[config.mk]
export PLATFORM = sky130hd
export DESIGN_NAME = button_gesture_debouncer_core
export DESIGN_NICKNAME = d
export VERILOG_FILES = /design/src/sv/bgd_pkg.sv /design/src/sv/button_gesture_debouncer_core.sv /design/src/sv/bgd_debounce.sv /design/src/sv/bgd_gesture.sv
export VERILOG_INCLUDE_DIRS = /design/src /design/src/sv
export SDC_FILE = /design/constraint.sdc
export NUM_CORES = 1
export LEC_CHECK = 0
export CORE_MARGIN = 3
export CORE_UTILIZATION = 26
export DETAILED_ROUTE_END_ITERATION = 16
export DONT_BUFFER_PORTS = 1
export SYNTH_ARGS = -nofsm -noshare
export SYNTH_HDL_FRONTEND = slang
export SYNTH_HIERARCHICAL = 1
export SYNTH_SLANG_ARGS = --single-unit
[constraint.sdc]
create_clock -name clock -period 10.4 [get_ports clock]
set_input_delay 2.6 -clock clock [delete_from_list [all_inputs] [get_ports clock]]
set_output_delay 2.6 -clock clock [all_outputs]
set_load 0.03 [all_outputs]
[src/sv/button_gesture_debouncer_core_macros.svh]
// ---------------------------------------------------------------------------
// Button gesture debouncer - assertion macros
// Concurrent checks clocked on clock and disabled while reset is high.
// ---------------------------------------------------------------------------
`ifndef BUTTON_GESTURE_DEBOUNCER_CORE_MACROS_SVH
`define BUTTON_GESTURE_DEBOUNCER_CORE_MACROS_SVH

// same-cycle implication
`define BGD_ASSERT_IMPLY(lbl, ante, cons) \
   lbl: assert property (@(posedge clock) disable iff (reset) (ante) |-> (cons)) \
      else $error("bgd check failed");

// next-cycle implication
`define BGD_ASSERT_NEXT(lbl, ante, cons) \
   lbl: assert property (@(posedge clock) disable iff (reset) (ante) |=> (cons)) \
      else $error("bgd check failed");

`endif

[src/sv/bgd_pkg.sv]
// ---------------------------------------------------------------------------
// bgd_pkg
// Shared types and constants of the button gesture debouncer.
// ---------------------------------------------------------------------------
`timescale 1ns / 1ps

package bgd_pkg;

   localparam int unsigned TIME_W   = 32;
   localparam int unsigned CFG_W    = 16;
   localparam int unsigned CSR_W    = 32;
   localparam int unsigned ADDR_W   = 4;

   localparam logic [CFG_W-1:0] DEBOUNCE_RST     = 16'd30;
   localparam logic [CFG_W-1:0] LONG_PRESS_RST   = 16'd800;
   localparam logic [CFG_W-1:0] SERVICE_HOLD_RST = 16'd5000;
   localparam logic [CFG_W-1:0] DOUBLE_CLICK_RST = 16'd350;

   typedef enum logic [1:0] {
      REG_DEBOUNCE     = 2'd0,
      REG_LONG_PRESS   = 2'd1,
      REG_SERVICE_HOLD = 2'd2,
      REG_DOUBLE_CLICK = 2'd3
   } bgd_reg_type;

   typedef struct packed {
      logic changed;
      logic level;
   } bgd_deb_type;

   typedef struct packed {
      logic single_click;
      logic double_click;
      logic long_press;
      logic service_hold;
   } bgd_click_type;

endpackage

[src/sv/button_gesture_debouncer_core.sv]
// Button gesture debouncer.
// Request channel (req_*): one poll per request, a millisecond timestamp and
// the raw active-low button and blade levels. Response channel (rsp_*): one
// result per request, six event flags, in request order.
// A request is registered, evaluated against the held debounce and gesture
// state in one pass, and its result registered; rsp_valid rises when the
// result register loads. One request per cycle is sustained while rsp_ready
// stays high; the rate is set by the single registered evaluation stage.
// When the receiver stalls, the result register holds and the input register
// holds behind it; req_ready drops only while both are full.
// Reset clears both stages, returns every level to released or absent, drops
// any pending click and restores the timing registers to their defaults.
// Timing registers sit on the APB-style port at byte addresses 0, 4, 8, 12;
// write them only while no request is in flight.
// ---------------------------------------------------------------------------
// button_gesture_debouncer_core
// Top level: input register, debouncers, gesture logic, result register, CSRs.
// ---------------------------------------------------------------------------
`timescale 1ns / 1ps
`include "button_gesture_debouncer_core_macros.svh"

module button_gesture_debouncer_core
   import bgd_pkg::*;
(
   input  logic              clock,
   input  logic              reset,
   input  logic              req_valid,
   output logic              req_ready,
   input  logic [TIME_W-1:0] req_now_ms,
   input  logic              req_button_level,
   input  logic              req_blade_level,
   output logic              rsp_valid,
   input  logic              rsp_ready,
   output logic              rsp_blade_inserted,
   output logic              rsp_blade_removed,
   output logic              rsp_single_click,
   output logic              rsp_double_click,
   output logic              rsp_long_press,
   output logic              rsp_service_hold,
   input  logic              psel,
   input  logic              penable,
   input  logic              pwrite,
   input  logic [ADDR_W-1:0] paddr,
   input  logic [CSR_W-1:0]  pwdata,
   output logic [CSR_W-1:0]  prdata,
   output logic              pready
);

   logic [CFG_W-1:0]  debounce_ff;
   logic [CFG_W-1:0]  long_press_ff;
   logic [CFG_W-1:0]  service_hold_ff;
   logic [CFG_W-1:0]  double_click_ff;
   logic              csr_write;
   bgd_reg_type       csr_index;

   logic              in_valid_ff;
   logic [TIME_W-1:0] in_now_ff;
   logic              in_button_ff;
   logic              in_blade_ff;
   logic              advance;

   bgd_deb_type       blade_deb;
   bgd_deb_type       button_deb;
   bgd_click_type     clicks;

   logic              out_valid_ff;
   logic              out_valid_in;
   logic              inserted_ff;
   logic              removed_ff;
   bgd_click_type     clicks_ff;

   // configuration
   assign pready    = 1'b1;
   assign csr_write = psel && penable && pwrite && pready;
   assign csr_index = bgd_reg_type'(paddr[ADDR_W-1:2]);

   always_comb begin
      case (csr_index)
         REG_DEBOUNCE:     prdata = {{(CSR_W-CFG_W){1'b0}}, debounce_ff};
         REG_LONG_PRESS:   prdata = {{(CSR_W-CFG_W){1'b0}}, long_press_ff};
         REG_SERVICE_HOLD: prdata = {{(CSR_W-CFG_W){1'b0}}, service_hold_ff};
         REG_DOUBLE_CLICK: prdata = {{(CSR_W-CFG_W){1'b0}}, double_click_ff};
         default:          prdata = '0;
      endcase
   end

   always_ff @(posedge clock) begin
      if (reset) begin
         debounce_ff     <= DEBOUNCE_RST;
         long_press_ff   <= LONG_PRESS_RST;
         service_hold_ff <= SERVICE_HOLD_RST;
         double_click_ff <= DOUBLE_CLICK_RST;
      end else if (csr_write) begin
         case (csr_index)
            REG_DEBOUNCE:     debounce_ff     <= pwdata[CFG_W-1:0];
            REG_LONG_PRESS:   long_press_ff   <= pwdata[CFG_W-1:0];
            REG_SERVICE_HOLD: service_hold_ff <= pwdata[CFG_W-1:0];
            REG_DOUBLE_CLICK: double_click_ff <= pwdata[CFG_W-1:0];
            default:          debounce_ff     <= debounce_ff;
         endcase
      end
   end

   // input register
   assign advance   = in_valid_ff && (!out_valid_ff || rsp_ready);
   assign req_ready = !in_valid_ff || advance;

   always_ff @(posedge clock) begin
      if (reset) begin
         in_valid_ff <= 1'b0;
      end else if (req_ready) begin
         in_valid_ff <= req_valid;
      end
   end

   always_ff @(posedge clock) begin
      if (req_valid && req_ready) begin
         in_now_ff    <= req_now_ms;
         in_button_ff <= req_button_level;
         in_blade_ff  <= req_blade_level;
      end
   end

   // evaluation
   bgd_debounce u_blade_deb (
      .clock       (clock),
      .reset       (reset),
      .advance     (advance),
      .now_ms      (in_now_ff),
      .raw         (in_blade_ff),
      .debounce_ms (debounce_ff),
      .deb         (blade_deb)
   );

   bgd_debounce u_button_deb (
      .clock       (clock),
      .reset       (reset),
      .advance     (advance),
      .now_ms      (in_now_ff),
      .raw         (in_button_ff),
      .debounce_ms (debounce_ff),
      .deb         (button_deb)
   );

   bgd_gesture u_gesture (
      .clock           (clock),
      .reset           (reset),
      .advance         (advance),
      .now_ms          (in_now_ff),
      .button          (button_deb),
      .long_press_ms   (long_press_ff),
      .service_min_ms  (service_hold_ff),
      .click_window_ms (double_click_ff),
      .events          (clicks)
   );

   // result register
   always_comb begin
      if (advance) begin
         out_valid_in = 1'b1;
      end else if (rsp_ready) begin
         out_valid_in = 1'b0;
      end else begin
         out_valid_in = out_valid_ff;
      end
   end

   always_ff @(posedge clock) begin
      if (reset) begin
         out_valid_ff <= 1'b0;
      end else begin
         out_valid_ff <= out_valid_in;
      end
   end

   always_ff @(posedge clock) begin
      if (advance) begin
         inserted_ff <= blade_deb.changed && !blade_deb.level;
         removed_ff  <= blade_deb.changed && blade_deb.level;
         clicks_ff   <= clicks;
      end
   end

   assign rsp_valid          = out_valid_ff;
   assign rsp_blade_inserted = inserted_ff;
   assign rsp_blade_removed  = removed_ff;
   assign rsp_single_click   = clicks_ff.single_click;
   assign rsp_double_click   = clicks_ff.double_click;
   assign rsp_long_press     = clicks_ff.long_press;
   assign rsp_service_hold   = clicks_ff.service_hold;

   // checks
   `BGD_ASSERT_IMPLY(a_stall_only_when_full, !req_ready, in_valid_ff && out_valid_ff && !rsp_ready)
   `BGD_ASSERT_IMPLY(a_blade_one_edge, rsp_valid, !(rsp_blade_inserted && rsp_blade_removed))
   `BGD_ASSERT_IMPLY(a_release_one_kind, rsp_valid && (rsp_service_hold || rsp_long_press), !rsp_single_click && !rsp_double_click)
   `BGD_ASSERT_IMPLY(a_double_no_single, rsp_valid && rsp_double_click, !rsp_single_click && !rsp_long_press)
   `BGD_ASSERT_NEXT(a_advance_loads_result, advance, out_valid_ff)

endmodule

[src/sv/bgd_debounce.sv]
// ---------------------------------------------------------------------------
// bgd_debounce
// Debounces one active-low level against a wrapping millisecond timestamp.
// ---------------------------------------------------------------------------
`timescale 1ns / 1ps

module bgd_debounce
   import bgd_pkg::*;
(
   input  logic              clock,
   input  logic              reset,
   input  logic              advance,
   input  logic [TIME_W-1:0] now_ms,
   input  logic              raw,
   input  logic [CFG_W-1:0]  debounce_ms,
   output bgd_deb_type       deb
);

   logic              last_raw_ff;
   logic              stable_ff;
   logic [TIME_W-1:0] change_time_ff;
   logic [TIME_W-1:0] change_time_in;
   logic [TIME_W-1:0] elapsed;

   assign change_time_in = (raw != last_raw_ff) ? now_ms : change_time_ff;
   assign elapsed        = now_ms - change_time_in;

   always_comb begin
      deb.changed = (raw != stable_ff) &&
                    (elapsed >= {{(TIME_W-CFG_W){1'b0}}, debounce_ms});
      deb.level   = deb.changed ? raw : stable_ff;
   end

   always_ff @(posedge clock) begin
      if (reset) begin
         last_raw_ff    <= 1'b1;
         stable_ff      <= 1'b1;
         change_time_ff <= '0;
      end else if (advance) begin
         last_raw_ff    <= raw;
         stable_ff      <= deb.level;
         change_time_ff <= change_time_in;
      end
   end

endmodule

[src/sv/bgd_gesture.sv]
// ---------------------------------------------------------------------------
// bgd_gesture
// Classifies debounced releases into click, double click, long press and
// service hold; holds back single clicks until the window has passed.
// ---------------------------------------------------------------------------
`timescale 1ns / 1ps

module bgd_gesture
   import bgd_pkg::*;
(
   input  logic              clock,
   input  logic              reset,
   input  logic              advance,
   input  logic [TIME_W-1:0] now_ms,
   input  bgd_deb_type       button,
   input  logic [CFG_W-1:0]  long_press_ms,
   input  logic [CFG_W-1:0]  service_min_ms,
   input  logic [CFG_W-1:0]  click_window_ms,
   output bgd_click_type     events
);

   logic [TIME_W-1:0] press_start_ff;
   logic [TIME_W-1:0] press_start_in;
   logic              click_pending_ff;
   logic              click_pending_in;
   logic [TIME_W-1:0] click_time_ff;
   logic [TIME_W-1:0] click_time_in;
   logic [TIME_W-1:0] held;
   logic [TIME_W-1:0] age_old;
   logic [TIME_W-1:0] age_new;
   logic [TIME_W-1:0] long_ext;
   logic [TIME_W-1:0] service_ext;
   logic [TIME_W-1:0] window_ext;

   assign held        = now_ms - press_start_ff;
   assign age_old     = now_ms - click_time_ff;
   assign age_new     = now_ms - click_time_in;
   assign long_ext    = {{(TIME_W-CFG_W){1'b0}}, long_press_ms};
   assign service_ext = {{(TIME_W-CFG_W){1'b0}}, service_min_ms};
   assign window_ext  = {{(TIME_W-CFG_W){1'b0}}, click_window_ms};

   always_comb begin
      press_start_in   = press_start_ff;
      click_pending_in = click_pending_ff;
      click_time_in    = click_time_ff;
      events           = '0;
      if (button.changed) begin
         if (!button.level) begin
            press_start_in = now_ms;
         end else if (held >= service_ext) begin
            click_pending_in    = 1'b0;
            events.service_hold = 1'b1;
         end else if (held >= long_ext) begin
            click_pending_in  = 1'b0;
            events.long_press = 1'b1;
         end else if (click_pending_ff && (age_old <= window_ext)) begin
            click_pending_in    = 1'b0;
            events.double_click = 1'b1;
         end else begin
            events.single_click = click_pending_ff;
            click_pending_in    = 1'b1;
            click_time_in       = now_ms;
         end
      end
      if (button.level && click_pending_in && (age_new > window_ext)) begin
         click_pending_in    = 1'b0;
         events.single_click = 1'b1;
      end
   end

   always_ff @(posedge clock) begin
      if (reset) begin
         press_start_ff   <= '0;
         click_pending_ff <= 1'b0;
         click_time_ff    <= '0;
      end else if (advance) begin
         press_start_ff   <= press_start_in;
         click_pending_ff <= click_pending_in;
         click_time_ff    <= click_time_in;
      end
   end

endmodule

* Yosys cells after proc, flatten, opt, wreduce, memory -nomap -nowiden
Index checks and enable logic that the tools add are counted.
** Word-level totals
- Output and inout bits :: 41
- Flip-flop bits (word level) :: 239
** Operators by class
- Add/subtract/negate cells :: 5
- Reductions and logical operators :: 26
- Equality and inequality tests :: 7
- Magnitude comparators :: 6
- Multiplexer cells :: 26
- Bitwise logic cells :: 2
** Operators with widths (number)
- 32-bit two-way mux :: 7
- 32-bit subtractor :: 5
- 32-bit by 16-bit >= comparator with 1-bit output :: 4
- 32-bit one-hot mux with 4 select lines :: 1
- 32-bit by 16-bit > comparator with 1-bit output :: 1
- 32-bit by 16-bit <= comparator with 1-bit output :: 1
- 1-bit two-way mux :: 14
- 1-bit logical AND :: 11
- 2-bit AND reduction :: 5
- 4-bit two-way mux :: 2
- 2-bit equality test, second input constant :: 2
- 1-bit inequality test :: 4
- 4-bit OR reduction :: 1
- 1-bit logical NOT :: 3
- 3-bit two-way mux :: 1
- 3-bit AND reduction :: 1
- 3-bit OR reduction :: 1
- 2-bit by 1-bit equality test with 1-bit output, second input constant :: 1
- 2-bit logical NOT :: 1
- 1-bit logical OR :: 2
- 2-bit two-way mux :: 1
- 1-bit inverter :: 2
- 2-bit nonzero test :: 1

* Logic depth before layout (Yosys ltp)
Gate-level depths: netlist of run 1.
- Word-level depth :: 12
- Gate-level depth with buffers :: 53
- Gate-level depth less buffers :: 47

* By module
The synthesis of run 1 kept the hierarchy.
** By module, submodules not included
- bgd_gesture :: cells each 1395, sequential area each 1301.2 um2, times used 1, area an instance 10189.8 um2
- button_gesture_debouncer_core :: cells each 351, sequential area each 2522.4 um2, times used 1, area an instance 4405.5 um2
- bgd_debounce (u_button_deb) :: cells each 604, sequential area each 680.7 um2, times used 1, area an instance 4292.9 um2
- bgd_debounce (u_blade_deb) :: cells each 571, sequential area each 680.7 um2, times used 1, area an instance 4212.8 um2

* Worst setup path before layout of run 1
Ideal clock, no wire load.
- Path kind :: flip-flop to flip-flop
- Start point :: reg in_button_ff
- End point :: reg clicks_ff (netlist bit rsp_single_click), data pin
- Stages on the path, launching flop included :: 51
- Arrival :: 10396 ps
- Slack :: -260 ps
- Buffers on the path :: 6
- Cells stage by stage :: edfxtp_1 -> buf_4 -> xnor2_1 -> buf_2 -> clkbuf_1 -> clkbuf_1 -> nand2_1 -> o21ai_0 -> ha_1 -> inv_1 -> a221o_1 -> a221o_1 -> o21ai_1 -> nand2_1 -> nand2_1 -> nand2b_1 -> a32o_1 -> ha_1 -> [15 not listed] -> mux2i_1 -> fa_1 -> a21o_1 -> a221oi_1 -> o31ai_1 -> xor2_1 -> ha_1 -> a21oi_1 -> nand2_1 -> a21o_1 -> a2111oi_0 -> nor3_1 -> nor4_1 -> o2111ai_1 -> nor4_1 -> nand4_1 -> o211ai_1 -> o21ai_1
** RTL lines
- from (decl) :: line button_gesture_debouncer_core.sv:58 : logic in_button_ff;
- from (signal assigned) :: line button_gesture_debouncer_core.sv:119 : in_button_ff <= req_button_level;
- to (signal assigned) :: line button_gesture_debouncer_core.sv:180 : clicks_ff <= clicks;
- to (decl) :: line button_gesture_debouncer_core.sv:70 : bgd_click_type clicks_ff;

==> results of run 1 <==
[sequential cells by signal (all words and copies together), names as in the netlist, 16 cells and up]
name,count
u_blade_deb/change_time_ff,32
debounce_ff,16
long_press_ff,16
in_now_ff,32
u_gesture/click_time_ff,32
u_gesture/press_start_ff,32
double_click_ff,16
service_hold_ff,16
u_button_deb/change_time_ff,32
[how the worst max path moves through the flow]
stage	to	slack (ps)	depth (start not counted)
floorplan	rsp_single_click	40	53
global placement	rsp_single_click	-1000	49
detailed placement	rsp_single_click	-980	48
CTS	rsp_single_click	-50	46
global route	rsp_single_click	-380	48
finish	rsp_single_click	80	48
[report_power, final]
part	switching [uW]	leakage [uW]	internal [uW]
Sequential	35.5	0.00201	974
Clock	491	0.000566	753
Combinational	714	0.00843	516
[per-stage QoR]
| stage | cell area, sq um | total power [uW] | setup WS (ps) | util (%) | hold slack (ps) |
|---|---|---|---|---|---|
| floorplan | 23200 | 1840 | 35.5 | - | 436 |
| global placement | 25800 | 2180 | -997 | 29.6 | 441 |
| detailed placement | 25800 | 2190 | -980 | 29.6 | 447 |
| CTS | 27200 | 3470 | -50.3 | 31.1 | 455 |
| global route | 27400 | 3670 | -378 | 31.4 | 475 |
| finish | 27400 | 3480 | 75.6 | 31.4 | 452 |
[layout make-up]
cell class              count  area [sq um]
clock buffers              41           907
flip-flops and latches    239          5180
fillers                  9275         60000
well taps                1155          1450
inverters                 193           724
clock inverters            20           263
repair buffers            258          1970
diodes                      1          2.50
multi-input cells        2356         16900
[cell families after synthesis]
| logic type | share of synthesized area (%) |
|---|---|
| adder cells (fa/ha/maj) | 13.1 |
| buffers and inverters | 6.31 |
| AO/OA/AOI/OAI | 24.1 |
| flip-flops | 22.4 |
| multiplexers | 9.23 |
| XOR/XNOR | 4.39 |
| AND/OR/NAND/NOR | 20.4 |
| other | 0.0325 |
[critical path, delay by kind of cell, from the launching register on]
family / cells / cell delay, ps
simple gates: 14 / 2250
xor+xnor: 2 / 440
buf+inv: 7 / 1120
compound gates: 19 / 4180
fa+ha+maj: 4 / 1180
flops: 1 / 450
mux: 2 / 430
[Yosys cell counts (all sizes together), types with 26 or more instances]
| library cell | count | area [sq um] |
|---|---|---|
| edfxtp | 40 | 1200 |
| xor2 | 50 | 445 |
| nand4 | 41 | 257 |
| nor2 | 231 | 870 |
| nand2b | 94 | 588 |
| nor2b | 60 | 375 |
| nand3 | 60 | 300 |
| o21a | 26 | 195 |
| o21ai | 154 | 782 |
| o211ai | 29 | 223 |
| and3 | 26 | 163 |
| a211oi | 69 | 523 |
| xnor2 | 64 | 568 |
| ha | 233 | 2920 |
| dfxtp | 199 | 3980 |
| inv | 193 | 724 |
| buf | 52 | 373 |
| mux2i | 171 | 1710 |
| a21oi | 252 | 1280 |
| nand2 | 297 | 1110 |
| clkbuf | 96 | 360 |
| nor3 | 45 | 241 |
| a21o | 76 | 572 |
[metal layers]
metal	track usage [%]	share of wire, %
met4	3.99	2.2
met3	2.41	5.5
met1	22.7	47
met5	0	0.016
met2	26.4	45
[repair_timing]
action,CTS,global route
hold endpoints to repair,0,0
pin swaps,34,39
buffers inserted,7,4
setup endpoints to repair,2,2
resized for setup,35,39
==> flow_summary.toml, run 1 <==
[status]
outcome = "finished clean"

[critical_path]
reg2reg_to = "rsp_single_click"
critPathCaptureType = "flip-flop"
cp_slowest_cell = "or4b_4"
cp_max_fo = 15
cp.arrival_ps = 10620
r2r_cells = 48
crit_top_cell = "buf_4"
crit_type = "flip-flop to flip-flop"
cp-start-kind = "flip-flop"
r2r_start = "in_button_ff"
max_stage_delay_ps = 550
worstPathRequired_ps = 10700
rrSetupSlack_ps = 80
crit_start = "in_button_ff"

[synthesis]
async_flop_share_pct = 0
synth_cells = 2921
ys.flop_type = "dfxtp_1"
ys_types = 115
synth-edff-count = 40
seq_area_frac_synth_pct = 22.4
synth-seq-cells = 239
avgSynthCellArea_sq_um = 7.91
synth_area_sq_um = 23100
ys_warn_count = 6

[grt]
grt-ovfl-total = 0
grt_pass1_vias = 20600
antenna_found_initial = 6
grt_pass1_wl_um = 121000
grt_usage_pct = 16.3
grt_max_degree = 228

[power_and_ir_drop]
p_leak_uw = 0.0110
peakVddDrop_v = 0.000127
cellPowerDensity_nw_per_um2 = 127

[clock_tree]
htreeDepth = 2
cts_root_buf = "clkbuf_16"
clock-sinks = 239
cts_tree = "done"
holdBufCountCts = 0
clockBufferDepth = 3
clk_latency_ps = 560
numCtsBuffers = 34
clkTransAtPathRegs_ps = 60

[sta]
worst_slew_pin_slew_ps = 1070
fmax_ghz = 0.0969
slew_headroom_pct = 28.4
setup_viol_count_final = 0
tns_ps = 0
skew_ps = 24.0
drv_slew = 0
rsz0062_at_grt = "true"
hold_viol = 0
period_needed_ps = 10320
period_share_pct = 99.3

[placement]
dp_hpwl_um = 61600
gp_congestion = 0.931
place_inst = 4192
io_buffer_count = 0

[finish]
final_cells = 4263
drive_gt1_share_pct = 14.3
layout_commonest_cell = "nand2_1"
final_nets = 3395
synthToLayoutAreaGrowth_pct = 18.7
final_cell_mix = "nand2_1 (293), buf_4 (254), a21oi_1 (239)"

[die]
die_x_um = 304
start_util_pct = 26.4
die_y_um = 304
coreArea_sq_um = 87400
fp-row-count = 108
dieArea_sq_um = 92500
io_pins = 118

[hold_path]
holdPathEnd = "u_gesture/press_start_ff[26]"
hold_class = "flip-flop to flip-flop"
hold_depth = 2
hp-start = "u_gesture/press_start_ff[26]"

[drt]
drc_errors = 0
wl_per_cell_um = 18.5
wl_um = 78800
dr.first_iter.drc_count = 1838
viasPerCell = 5.20
first_pass_iters = 5
dr_total_vias = 22200
final_antenna_net_count = 0

[run]
maxCapViolations = 0
(Power assumes the default switching activity.)
==> run 2, diff against run 1 <==
Settings changed: RECOVER_POWER from default to 25.
==> run 2 against run 1 <==
Effect of this change: sequential power about the same; register-to-register slack about the same; largest power group unchanged; routed wire length about the same; non-clock buffer count unchanged; total power decreased by 0.11%; sequential share of layout area about the same.
==> flow_summary.toml, run 2 (synthesis gave the netlist of run 1 again) <==
[die]
coreArea_sq_um = 87400
die_x_um = 304
start_util_pct = 26.4
dieArea_sq_um = 92500
fp-row-count = 108
io_pins = 118
die_y_um = 304

[power_and_ir_drop]
peakVddDrop_v = 0.000127
p_leak_uw = 0.0110
cellPowerDensity_nw_per_um2 = 127

[finish]
final_cell_area_sq_um = 27400
final_nets = 3395
layout_commonest_cell = "nand2_1"
drive_gt1_share_pct = 14.1
final_cell_mix = "nand2_1 (293), buf_4 (251), a21oi_1 (239)"
fill_cells = 9280
synthToLayoutAreaGrowth_pct = 18.6
final_util_pct = 31.3
final_cells = 4263

[critical_path]
crit_end = "rsp_single_click"
max_stage_delay_ps = 550
crit_type = "flip-flop to flip-flop"
r2r_cells = 48
critPathCaptureType = "flip-flop"
crit_top_cell = "buf_4"
worstPathRequired_ps = 10700
cp_slowest_cell = "or4b_4"
reg2reg_to = "rsp_single_click"
rrSetupSlack_ps = 80
cp.arrival_ps = 10620
cp-start-kind = "flip-flop"
crit_start = "in_button_ff"
r2r_start = "in_button_ff"
cp_max_fo = 15

[clock_tree]
cts_root_buf = "clkbuf_16"
cts_tree = "done"
numCtsBuffers = 34
clkTransAtPathRegs_ps = 60
clock-sinks = 239
htreeDepth = 2
clk_latency_ps = 560
clockBufferDepth = 3

[placement]
dp_hpwl_um = 61600
gp_congestion = 0.931
place_area_sq_um = 25800
io_buffer_count = 0
place_inst = 4192

[sta]
period_share_pct = 99.2
rsz0062_at_grt = "true"
worst_slew_pin_slew_ps = 1160
drv_slew = 0
slew_headroom_pct = 22.5
setup_viol_count_final = 0
fmax_ghz = 0.0969
hold_viol = 0
period_needed_ps = 10320
skew_ps = 22.4
tns_ps = 0

[hold_path]
hold_depth = 2
hp-start = "u_gesture/press_start_ff[26]"
hold_class = "flip-flop to flip-flop"

[drt]
viasPerCell = 5.23
wl_per_cell_um = 18.5
final_antenna_net_count = 0
drc_errors = 0
wl_um = 78900
dr_total_vias = 22300
first_pass_iters = 5
dr.first_iter.drc_count = 1949

[grt]
grt_max_degree = 228
grt-ovfl-total = 0
grt_pass1_wl_um = 121000
antenna_found_initial = 6
grt_usage_pct = 16.3
grt_pass1_vias = 20600

[run]
maxCapViolations = 0

[status]
outcome = "finished clean"
==> run 2: changes by cell type in the layout (fill, tap and decap cells not counted), sizes merged <==
cell,delta
buf,-3
clkbuf,+3
==> run 2: worst min-delay path by stage <==
stage	to	slack, ps
6_report	u_gesture/press_start_ff[26]	450
5_1_grt	u_gesture/press_start_ff[21]	470
4_1_cts	u_gesture/press_start_ff[18]	460
3_5_place_dp	u_gesture/press_start_ff[18]	450
3_3_place_gp	u_gesture/press_start_ff[7]	440
2_1_floorplan	u_gesture/press_start_ff[10]	440
==> run 2: layout make-up <==
cell class | count | area (sq um) | share of cell area [%]
Clock inverter | 20 | 263 | 0.959
Antenna cell | 1 | 2.50 | 0.00914
Clock buffer | 41 | 907 | 3.31
Multi-Input combinational cell | 2356 | 16900 | 61.7
Sequential cell | 239 | 5180 | 18.9
Timing Repair Buffer | 258 | 1960 | 7.15
Inverter | 193 | 724 | 2.64
Tap cell | 1155 | 1450 | 5.28
==> run 2: worst max-delay path: cells and delay by family, from the launching register on <==
kind | cells | cell delay [ps]
AOI/OAI and AO/OA | 19 | 4190
buffers and inverters | 7 | 1120
and+or+nand+nor | 14 | 2240
xor gates and xnor gates | 2 | 430
DFF | 1 | 450
muxes | 2 | 430
adders and majority gates | 4 | 1180
==> run 2: metal layers <==
metal  wire, um  global-route usage (%)  up-vias
met5         13                       0        -
met4       1720                    3.99        2
met3       4180                    2.41       97
met2      35800                    26.4      595
met1      37200                    22.7    10700
li1           -                       -    10900
==> run 2: stage by stage <==
| stage | setup slack, ps | hold slack (ps) | total power, uW |
|---|---|---|---|
| 2_1_floorplan | 35.5 | 436 | 1840 |
| 4_1_cts | -50.3 | 455 | 3470 |
| 6_report | 78.9 | 452 | 3480 |
| 3_5_place_dp | -980 | 447 | 2190 |
| 3_3_place_gp | -997 | 441 | 2180 |
| 5_1_grt | -378 | 475 | 3670 |
==> run 2: report_power, final <==
| part | switching [uW] | internal [uW] | total (uW) |
|---|---|---|---|
| Clock | 488 | 753 | 1240 |
| Sequential | 35.6 | 974 | 1010 |
| Combinational | 714 | 515 | 1230 |
==> run 2: timing repair <==
action                                  CTS  global route
hold buffers                              0             0
endpoints found under the setup margin    2             2
pin swaps                                34            39
endpoints found under the hold margin     0             0
resized for setup                        35            39
buffers inserted                          7             4
